File: src/rtl/core/hlwt_pkg.sv
package hlwt_pkg;

    // Depth of the finished-word buffer
    localparam int MAX_WORDS = 4;

    // Word counter holds 0..MAX_WORDS, buffer index holds 0..MAX_WORDS-1
    localparam int CNT_W = $clog2(MAX_WORDS + 1);
    localparam int IDX_W = (MAX_WORDS > 1) ? $clog2(MAX_WORDS) : 1;

    localparam int WORD_W   = 32;
    localparam int CHAR_W   = 8;
    localparam int NIBBLE_W = 4;
    localparam int DIGIT_W  = 3;

endpackage

File: src/rtl/core/hlwt_if.sv
// Character channel: one ASCII character or a line end per transfer
interface hlwt_in_if;
    logic                           valid;
    logic                           ready;
    logic [hlwt_pkg::CHAR_W-1:0]    character;
    logic                           line_end;

    modport source (output valid, output character, output line_end, input ready);
    modport sink   (input valid, input character, input line_end, output ready);
endinterface

// Word channel: one parsed word per transfer
interface hlwt_out_if;
    logic                           valid;
    logic                           ready;
    logic [hlwt_pkg::WORD_W-1:0]    word;
    logic                           last_word;
    logic                           overflowed;

    modport source (output valid, output word, output last_word, output overflowed,
                    input ready);
    modport sink   (input valid, input word, input last_word, input overflowed,
                    output ready);
endinterface

File: src/rtl/core/hex_line_word_tokenizer.sv
// Hex line word tokenizer. Characters of a line arrive one per transfer on in_ch;
// whitespace is skipped, hex digits (either case) are packed top nibble first into
// 32-bit words of 8 digits, or, with alternate_mode set, 8 and 4 digits in turn
// (a 4-digit word sits in the upper half). Finished words go into a small
// two-port buffer RAM of MAX_WORDS entries with registered read data. A line-end
// transfer releases the buffered words on out_ch, the final one flagged last_word,
// unless a non-hex character rejected the line; a trailing partial word is
// dropped, words beyond MAX_WORDS are dropped and reported by overflowed on every
// word of the line. in_ch is ready only while no words are being released: a line
// end releasing words stalls in_ch until the last one is taken, each word passing
// through a buffer read state (S_READ) and an output state (S_SHOW) that waits
// for out_ch.ready. alternate_mode is written via cfg_we/cfg_wdata.
module hex_line_word_tokenizer (
    input  logic                clk,
    input  logic                rst_n,
    input  logic                cfg_we,
    input  logic                cfg_wdata,
    hlwt_in_if.sink             in_ch,
    hlwt_out_if.source          out_ch
);
    import hlwt_pkg::*;

    localparam logic [CHAR_W-1:0] CH_SPACE  = 8'h20;
    localparam logic [CHAR_W-1:0] CH_WS_LO  = 8'h09;
    localparam logic [CHAR_W-1:0] CH_WS_HI  = 8'h0D;
    localparam logic [CHAR_W-1:0] CH_DIG_LO = 8'h30;
    localparam logic [CHAR_W-1:0] CH_DIG_HI = 8'h39;
    localparam logic [CHAR_W-1:0] CH_LC_LO  = 8'h61;
    localparam logic [CHAR_W-1:0] CH_LC_HI  = 8'h66;
    localparam logic [CHAR_W-1:0] CH_UC_LO  = 8'h41;
    localparam logic [CHAR_W-1:0] CH_UC_HI  = 8'h46;

    localparam logic [DIGIT_W:0] LIMIT_LONG  = 4'd8;
    localparam logic [DIGIT_W:0] LIMIT_SHORT = 4'd4;

    typedef enum logic [1:0] {
        S_RUN,
        S_READ,
        S_SHOW
    } state_t;

    // Decoded character: valid digit flag and nibble value
    typedef struct packed {
        logic                is_hex;
        logic [NIBBLE_W-1:0] value;
    } hex_dec_t;

    function automatic hex_dec_t hex_decode(input logic [CHAR_W-1:0] c);
        hex_dec_t r;
        logic [CHAR_W-1:0] diff;
        r    = '0;
        diff = '0;
        if (c >= CH_DIG_LO && c <= CH_DIG_HI)
        begin
            diff     = c - CH_DIG_LO;
            r.is_hex = 1'b1;
            r.value  = diff[NIBBLE_W-1:0];
        end
        else if (c >= CH_LC_LO && c <= CH_LC_HI)
        begin
            diff     = c - CH_LC_LO + 8'd10;
            r.is_hex = 1'b1;
            r.value  = diff[NIBBLE_W-1:0];
        end
        else if (c >= CH_UC_LO && c <= CH_UC_HI)
        begin
            diff     = c - CH_UC_LO + 8'd10;
            r.is_hex = 1'b1;
            r.value  = diff[NIBBLE_W-1:0];
        end
        return r;
    endfunction

    state_t               state_reg, state_next;
    logic                 alt_mode_reg;
    logic [DIGIT_W-1:0]   digit_count_reg, digit_count_next;
    logic [WORD_W-1:0]    partial_reg, partial_next;
    logic [CNT_W-1:0]     word_count_reg, word_count_next;
    logic                 parity_reg, parity_next;
    logic                 line_bad_reg, line_bad_next;
    logic                 overflow_reg, overflow_next;
    logic [CNT_W-1:0]     drain_total_reg, drain_total_next;
    logic                 drain_ovf_reg, drain_ovf_next;
    logic [IDX_W-1:0]     rd_idx_reg, rd_idx_next;

    // Word buffer RAM
    logic [WORD_W-1:0]    word_mem [MAX_WORDS];
    logic [WORD_W-1:0]    rd_data_reg;
    logic                 mem_we;
    logic [WORD_W-1:0]    mem_wdata;
    logic                 mem_re;

    logic                 in_xfer;
    logic                 out_xfer;
    logic                 is_ws;
    hex_dec_t             dec;
    logic [DIGIT_W:0]     digit_inc;
    logic [DIGIT_W:0]     limit;
    logic [WORD_W-1:0]    partial_new;
    logic                 rd_last;

    assign in_ch.ready = (state_reg == S_RUN);
    assign in_xfer     = in_ch.valid && in_ch.ready;

    assign out_ch.valid      = (state_reg == S_SHOW);
    assign out_ch.word       = rd_data_reg;
    assign out_ch.last_word  = rd_last;
    assign out_ch.overflowed = drain_ovf_reg;
    assign out_xfer          = out_ch.valid && out_ch.ready;

    assign rd_last = ((CNT_W'(rd_idx_reg) + CNT_W'(1)) == drain_total_reg);

    // Character classification and digit packing
    assign is_ws = (in_ch.character == CH_SPACE)
                || (in_ch.character >= CH_WS_LO && in_ch.character <= CH_WS_HI);
    assign dec         = hex_decode(in_ch.character);
    assign digit_inc   = {1'b0, digit_count_reg} + 4'd1;
    assign limit       = (alt_mode_reg && parity_reg) ? LIMIT_SHORT : LIMIT_LONG;
    assign partial_new = partial_reg
                       | ({dec.value, {(WORD_W-NIBBLE_W){1'b0}}} >> {digit_count_reg, 2'b00});

    // Next-state logic
    always_comb
    begin
        state_next       = state_reg;
        digit_count_next = digit_count_reg;
        partial_next     = partial_reg;
        word_count_next  = word_count_reg;
        parity_next      = parity_reg;
        line_bad_next    = line_bad_reg;
        overflow_next    = overflow_reg;
        drain_total_next = drain_total_reg;
        drain_ovf_next   = drain_ovf_reg;
        rd_idx_next      = rd_idx_reg;
        mem_we           = 1'b0;
        mem_wdata        = partial_new;
        mem_re           = 1'b0;

        case (state_reg)
            S_RUN:
            begin
                if (in_xfer && in_ch.line_end)
                begin
                    // release buffered words unless rejected or empty
                    if (!line_bad_reg && word_count_reg != '0)
                    begin
                        drain_total_next = word_count_reg;
                        drain_ovf_next   = overflow_reg;
                        rd_idx_next      = '0;
                        state_next       = S_READ;
                    end
                    digit_count_next = '0;
                    partial_next     = '0;
                    word_count_next  = '0;
                    parity_next      = 1'b0;
                    line_bad_next    = 1'b0;
                    overflow_next    = 1'b0;
                end
                else if (in_xfer && !line_bad_reg && !is_ws)
                begin
                    if (!dec.is_hex)
                    begin
                        line_bad_next = 1'b1;
                    end
                    else if (digit_inc >= limit)
                    begin
                        // word complete: store it or note the drop
                        if (word_count_reg < CNT_W'(MAX_WORDS))
                        begin
                            mem_we          = 1'b1;
                            word_count_next = word_count_reg + CNT_W'(1);
                        end
                        else
                        begin
                            overflow_next = 1'b1;
                        end
                        parity_next      = !parity_reg;
                        digit_count_next = '0;
                        partial_next     = '0;
                    end
                    else
                    begin
                        digit_count_next = digit_inc[DIGIT_W-1:0];
                        partial_next     = partial_new;
                    end
                end
            end
            S_READ:
            begin
                mem_re     = 1'b1;
                state_next = S_SHOW;
            end
            S_SHOW:
            begin
                if (out_xfer)
                begin
                    if (rd_last)
                    begin
                        state_next = S_RUN;
                    end
                    else
                    begin
                        rd_idx_next = rd_idx_reg + IDX_W'(1);
                        state_next  = S_READ;
                    end
                end
            end
            default:
            begin
                state_next = S_RUN;
            end
        endcase
    end

    // State and control registers
    always_ff @(posedge clk or negedge rst_n)
    begin
        if (!rst_n)
        begin
            state_reg       <= S_RUN;
            alt_mode_reg    <= 1'b0;
            digit_count_reg <= '0;
            partial_reg     <= '0;
            word_count_reg  <= '0;
            parity_reg      <= 1'b0;
            line_bad_reg    <= 1'b0;
            overflow_reg    <= 1'b0;
            drain_total_reg <= '0;
            drain_ovf_reg   <= 1'b0;
            rd_idx_reg      <= '0;
        end
        else
        begin
            state_reg       <= state_next;
            digit_count_reg <= digit_count_next;
            partial_reg     <= partial_next;
            word_count_reg  <= word_count_next;
            parity_reg      <= parity_next;
            line_bad_reg    <= line_bad_next;
            overflow_reg    <= overflow_next;
            drain_total_reg <= drain_total_next;
            drain_ovf_reg   <= drain_ovf_next;
            rd_idx_reg      <= rd_idx_next;
            if (cfg_we)
            begin
                alt_mode_reg <= cfg_wdata;
            end
        end
    end

    // Buffer RAM: writes only while parsing, reads only while draining
    always_ff @(posedge clk)
    begin
        if (mem_we)
        begin
            word_mem[word_count_reg[IDX_W-1:0]] <= mem_wdata;
        end
        if (mem_re)
        begin
            rd_data_reg <= word_mem[rd_idx_reg];
        end
    end

endmodule
File: src/flat_wrapper.sv
// flat-port wrapper written by rule: the top's interface ports become plain ports
module hex_line_word_tokenizer_flat import hlwt_pkg::*;
  (clk, rst_n, cfg_we, cfg_wdata, in_ch_valid, in_ch_character, in_ch_line_end, in_ch_ready, out_ch_valid, out_ch_word, out_ch_last_word, out_ch_overflowed, out_ch_ready);
  hlwt_in_if in_ch_i ();
  hlwt_out_if out_ch_i ();
  input  logic clk;
  input  logic rst_n;
  input  logic cfg_we;
  input  logic cfg_wdata;
  input wire logic [$bits(in_ch_i.valid)-1:0] in_ch_valid;
  input wire logic [$bits(in_ch_i.character)-1:0] in_ch_character;
  input wire logic [$bits(in_ch_i.line_end)-1:0] in_ch_line_end;
  output wire logic [$bits(in_ch_i.ready)-1:0] in_ch_ready;
  output wire logic [$bits(out_ch_i.valid)-1:0] out_ch_valid;
  output wire logic [$bits(out_ch_i.word)-1:0] out_ch_word;
  output wire logic [$bits(out_ch_i.last_word)-1:0] out_ch_last_word;
  output wire logic [$bits(out_ch_i.overflowed)-1:0] out_ch_overflowed;
  input wire logic [$bits(out_ch_i.ready)-1:0] out_ch_ready;
  assign in_ch_i.valid = in_ch_valid;
  assign in_ch_i.character = in_ch_character;
  assign in_ch_i.line_end = in_ch_line_end;
  assign in_ch_ready = in_ch_i.ready;
  assign out_ch_valid = out_ch_i.valid;
  assign out_ch_word = out_ch_i.word;
  assign out_ch_last_word = out_ch_i.last_word;
  assign out_ch_overflowed = out_ch_i.overflowed;
  assign out_ch_i.ready = out_ch_ready;
  hex_line_word_tokenizer u_core (.clk(clk), .rst_n(rst_n), .cfg_we(cfg_we), .cfg_wdata(cfg_wdata), .in_ch(in_ch_i), .out_ch(out_ch_i));
endmodule
File: config.mk
export PLATFORM = sky130hd
export DESIGN_NAME = hex_line_word_tokenizer_flat
export DESIGN_NICKNAME = d
export VERILOG_FILES = /design/src/rtl/core/hlwt_pkg.sv /design/src/rtl/core/hlwt_if.sv /design/src/rtl/core/hex_line_word_tokenizer.sv /design/src/flat_wrapper.sv
export SDC_FILE = /design/constraint.sdc
export NUM_CORES = 1
export LEC_CHECK = 0
export ABC_CLOCK_PERIOD_IN_PS = 4300
export BUFFER_PORTS_ARGS = -buffer_cell sky130_fd_sc_hd__buf_4
export CELL_PAD_IN_SITES_DETAIL_PLACEMENT = 0
export CELL_PAD_IN_SITES_GLOBAL_PLACEMENT = 2
export CORE_MARGIN = 1
export CORE_UTILIZATION = 41
export DETAILED_ROUTE_END_ITERATION = 12
export GPL_ROUTABILITY_DRIVEN = 0
export PLACE_DENSITY = 0.85
export SLEW_MARGIN = 20
export SYNTH_ARGS = -nofsm -noshare
export SYNTH_HDL_FRONTEND = slang
export SYNTH_SLANG_ARGS = --single-unit
File: constraint.sdc
create_clock -name clk -period 4.3 [get_ports clk]
set_input_delay 0 -clock clk [delete_from_list [all_inputs] [get_ports clk]]
set_output_delay 0 -clock clk [all_outputs]
set_load 0.005 [all_outputs]
==> impl_summary.txt <==
----------------------------------------------------
[Place]
  Buffers on Ports ... 50
  Number of instances in the placed design ... 801
  Dpl ws ... 1.282 ns
  Hpwl dp ... 9.396 mm

[Routing]
  Number of antenna-violating nets in the routed design ... 0
  Via count ... 4375
  Violation count after the first detailed-route iteration ... 300
  # DRC ... 0
  First drt pass iteration count ... 4
  Routed len/inst ... 18.52 um
  Total Wirelength ... 15.65 mm
  Average via count per standard cell ... 5.178

[Global route]
  First-pass GRT wire length ... 25.27 mm
  Antenna violations before repair ... 0
  Number of global-route vias before repair ... 4534
  Total congestion overflow ... 0
  Maximum number of pins on one net before global-route repair ... 51
  Total routing usage reported by global routing ... 15.34%

[Synth]
  Count of different cell masters after synthesis ... 49
  Syn Nets ... 521
  Total standard cell area after synthesis ... 8433 um^2
  Most used flip-flop cell after synthesis ... sky130_fd_sc_hd__edfxtp_1
  Yosys warns ... 0
  Cell type with the largest total area after synthesis ... sky130_fd_sc_hd__edfxtp_1
  Instance count of the mapped netlist ... 493
  Post-synthesis async set-or-reset flop share ... 23.81%
  Count of state elements after synthesis ... 210
  Number of enable flip-flop cells after synthesis ... 160
  Main area contributors after synthesis ... sky130_fd_sc_hd__edfxtp_1, sky130_fd_sc_hd__dfrtp_1, sky130_fd_sc_hd__mux4_2, sky130_fd_sc_hd__a21o_1, sky130_fd_sc_hd__nor2_1
  Sequential element share of the synthesized area ... 71.81%
  Top-area cell type share of the netlist area ... 56.97%
  Mean Syn Cell Area ... 17.11 um^2

[Timing]
  Hold Fails Final Rpt ... 0
  Number of setup violations in the final report ... 0
  Crit share post-route ... 69.77%
  Least-Margin Pin Slew ... 0.9274 ns
  Hold slack ... 0.02119 ns
  Post-route setup TNS ... 0 ns
  Shortest period the worst path allows ... 3.000 ns
  Timing-limited maximum frequency ... 0.3333 GHz
  Final slew viol count ... 0
  Worst relative slew slack ... 38.16%
  Post-route worst setup slack ... 1.300 ns
  RSZ-0062 raised after global routing ... false
  Clk_skew ... 0.007415 ns

[Final layout]
  Fin cells ... 845
  Ratio of cells with drive above 1 in the final layout ... 28.17%
  Ant. Diodes ... 0
  Total number of nets in the final design ... 587
  Fillcell total ... 1729
  Max reg flops ... 128
  Synthesis-to-layout area growth ... 17.37%

[Die]
  Die width ... 145.4 um
  Core area ... 20170 um^2
  DIE HEIGHT ... 145.4 um
  # IOs ... 51
  Row Count ... 52
  Die Footprint ... 21150 um^2
  Initial core utilization ... 41.81%

[Clock network]
  Cts repair resizes ... 0
  Sinks on the clock net ... 210
  Count of H-tree levels built during CTS ... 1
  Number of buffers on the longest clock path ... 3
  Clock insertion delay at the later pin of the skew report ... 0.50 ns
  Clock slew at the register clock pins of the worst setup and hold paths ... 0.06 ns
  Number of buffers added by the clock tree synthesis step ... 22
  Root Buffer ... sky130_fd_sc_hd__clkbuf_16
  TritonCTS clock tree ... done

[Power]
  Power per unit of standard cell area ... 418.9 nW/um^2
  Leak ... 4.004 nW
  Internal portion of total power ... 3.306 mW
  Fraction of power consumed by the clock network ... 44.5%
  Switching power of the nets ... 840.2 uW
  Part of the power in combinational logic ... 2.8%
  Final Total Pwr ... 4.147 mW
  Fraction of power spent switching nets ... 20.26%
  Maximum vdd ir drop ... 0.0002286 V
  Portion of total power attributed to sequential cells ... 52.6%

[Min path]
  HP Class ... primary input to flip-flop
  Cell count of the worst hold path ... 4
  Capture endpoint of the worst hold path ... u_core.word_count_reg[1]$_DFFE_PN0P_
  Hold Crit Start ... in_ch_line_end

[Worst setup path]
  Most Frequent Cell on Critical Path ... sky130_fd_sc_hd__ha_1
  Setup slack of the most critical reg-to-reg path ... 1.30 ns
  Startpoint type of the worst setup path ... flip-flop
  Cell chain of the critical path ... ha_1, xnor2_1, ha_1, a21bo_2, a21oi_1, or4_4, nor3b_2, buf_4
  Class of the most critical setup path ... flip-flop to flip-flop
  Category of the worst setup path capture point ... flip-flop
  Required time of the worst setup path ... 4.44 ns
  Worst-path maximum fanout ... 32
  Terminus of the critical flop-to-flop path ... u_core.word_mem[3][20]$_DFFE_PP_
  CP max stage delay ... 0.51 ns
  Startpoint of the most critical register-to-register path ... u_core.digit_count_reg[0]$_DFFE_PN0P_
  Critical-path cell with the highest stage delay ... sky130_fd_sc_hd__dfrtp_1
  Critical path arrival ... 3.14 ns
  Worst Reg2Reg Path Length in Cells ... 8

[Flow run]
  Max-capacitance violation count ... 0

[Status]
  Result of the run ... completed

----------------------------------------------------
==> area by class of cell <==
class / instances / area (um^2) / share of cell area (%)
clock inverters: 13 / 131.4 / 1.327
flip-flops and latches: 210 / 6057 / 61.19
multi-input cells: 252 / 2272 / 22.96
well taps: 270 / 337.8 / 3.413
clock buffers: 27 / 579.3 / 5.853
repair buffers: 63 / 483.0 / 4.879
inverters: 10 / 37.54 / 0.3792
==> worst max-delay path by stage <==
| stage | from | end | slack [ns] | depth (start not counted) |
|---|---|---|---|---|
| after global placement | u_core.digit_count_reg[0]$_DFFE_PN0P_ | u_core.word_mem[1][11]$_DFFE_PP_ | 1.32 | 8 |
| after detailed placement | u_core.digit_count_reg[0]$_DFFE_PN0P_ | u_core.word_mem[3][11]$_DFFE_PP_ | 1.28 | 8 |
| final | u_core.digit_count_reg[0]$_DFFE_PN0P_ | u_core.word_mem[3][20]$_DFFE_PP_ | 1.30 | 8 |
| after global routing | u_core.digit_count_reg[0]$_DFFE_PN0P_ | u_core.word_mem[1][13]$_DFFE_PP_ | 1.15 | 8 |
| after floorplan | u_core.digit_count_reg[1]$_DFFE_PN0P_ | u_core.word_mem[1][0]$_DFFE_PP_ | -0.34 | 7 |
| after CTS | u_core.digit_count_reg[0]$_DFFE_PN0P_ | u_core.word_mem[1][13]$_DFFE_PP_ | 1.27 | 8 |
==> power groups by stage <==
stage                     clock, mW  sequential, mW  combinational (mW)
after floorplan                   0            2.22              0.0664
after global placement            0            2.22               0.114
after detailed placement          0            2.22               0.116
after CTS                      1.90            2.18               0.120
after global routing           1.97            2.18               0.132
final                          1.85            2.18               0.118
==> stage by stage <==
| step | utilization (%) | area [um^2] |
|---|---|---|
| final | 49.08 | 9898 |
| after global routing | 49.08 | 9898 |
| after CTS | 49.08 | 9898 |
| after detailed placement | 45.35 | 9148 |
| after global placement | 45.35 | 9148 |
| after floorplan | - | 8433 |
==> cell families (layout without fill, tap and decap cells) <==
kind of cell / count (synthesis) / in the layout / share of synthesized area (%)
adder cells (fa/ha/maj): 13 / 13 / 1.929
AND/OR/NAND/NOR: 100 / 100 / 6.469
AO/OA/AOI/OAI: 91 / 91 / 7.834
XOR/XNOR: 6 / 6 / 0.6231
flip-flops: 210 / 210 / 71.81
multiplexers: 42 / 42 / 9.852
buffers and inverters: 31 / 113 / 1.484
==> per-layer routing <==
metal	track usage [%]	part of all wire (%)
met1	20.25	43
met2	26.27	50
met3	2.915	5.3
met4	3.789	1.2
met5	0	0
==> repair_timing <==
| item | 4_1_cts | 5_1_grt |
|---|---|---|
| buffers inserted | 0 | 0 |
| hold endpoints to repair | 53 | 0 |
| hold buffers | 4 | 0 |
==> synthesized netlist by cell type (3+ instances only) <==
master                       n
sky130_fd_sc_hd__a21o_1     27
sky130_fd_sc_hd__a21oi_1    12
sky130_fd_sc_hd__a31oi_1    21
sky130_fd_sc_hd__and2_1      4
sky130_fd_sc_hd__buf_1       3
sky130_fd_sc_hd__clkbuf_1   16
sky130_fd_sc_hd__dfrtp_1    50
sky130_fd_sc_hd__edfxtp_1  160
sky130_fd_sc_hd__ha_1       13
sky130_fd_sc_hd__inv_1      10
sky130_fd_sc_hd__mux2_2      8
sky130_fd_sc_hd__mux4_2     32
sky130_fd_sc_hd__nand2_1     7
sky130_fd_sc_hd__nand2b_1    3
sky130_fd_sc_hd__nand3_1     4
sky130_fd_sc_hd__nor2_1     47
sky130_fd_sc_hd__nor2b_1     8
sky130_fd_sc_hd__nor3_1      3
sky130_fd_sc_hd__nor3b_1     3
sky130_fd_sc_hd__nor3b_2     3
sky130_fd_sc_hd__o21ba_2     8
sky130_fd_sc_hd__o21bai_1    9
sky130_fd_sc_hd__or2_2       3
sky130_fd_sc_hd__xnor2_1     5
==> worst max-delay path: cells and delay by family, from the launching register on <==
| kind | cells | cell delay [ns] |
|---|---|---|
| xor gates and xnor gates | 1 | 0.14 |
| DFF | 1 | 0.51 |
| buffers and inverters | 1 | 0.43 |
| and+or+nand+nor | 2 | 0.69 |
| AOI/OAI and AO/OA | 2 | 0.24 |
| adders and majority gates | 2 | 0.59 |
==> layout by cell type, fill, tap and decap left out, types with 3 or more instances in the layout <==
cell type	synthesis	layout
sky130_fd_sc_hd__edfxtp_1	160	160
sky130_fd_sc_hd__buf_4	0	59
sky130_fd_sc_hd__dfrtp_1	50	49
sky130_fd_sc_hd__nor2_1	47	47
sky130_fd_sc_hd__mux4_2	32	32
sky130_fd_sc_hd__a21o_1	27	27
sky130_fd_sc_hd__clkbuf_16	0	22
sky130_fd_sc_hd__a31oi_1	21	21
sky130_fd_sc_hd__ha_1	13	13
sky130_fd_sc_hd__a21oi_1	12	12
sky130_fd_sc_hd__inv_1	10	10
sky130_fd_sc_hd__o21bai_1	9	9
sky130_fd_sc_hd__mux2_2	8	8
sky130_fd_sc_hd__o21ba_2	8	8
sky130_fd_sc_hd__nand2_1	7	7
sky130_fd_sc_hd__nor2b_1	8	6
sky130_fd_sc_hd__nor3b_2	3	6
sky130_fd_sc_hd__xnor2_1	5	5
sky130_fd_sc_hd__and2_1	4	4
sky130_fd_sc_hd__nand3_1	4	4
sky130_fd_sc_hd__clkbuf_1	16	4
sky130_fd_sc_hd__clkinv_2	0	4
sky130_fd_sc_hd__dlygate4sd3_1	0	4
sky130_fd_sc_hd__or2_2	3	3
sky130_fd_sc_hd__nor3_1	3	3
sky130_fd_sc_hd__nand2b_1	3	3
sky130_fd_sc_hd__clkinv_1	0	3
(Power assumes the default switching activity.)
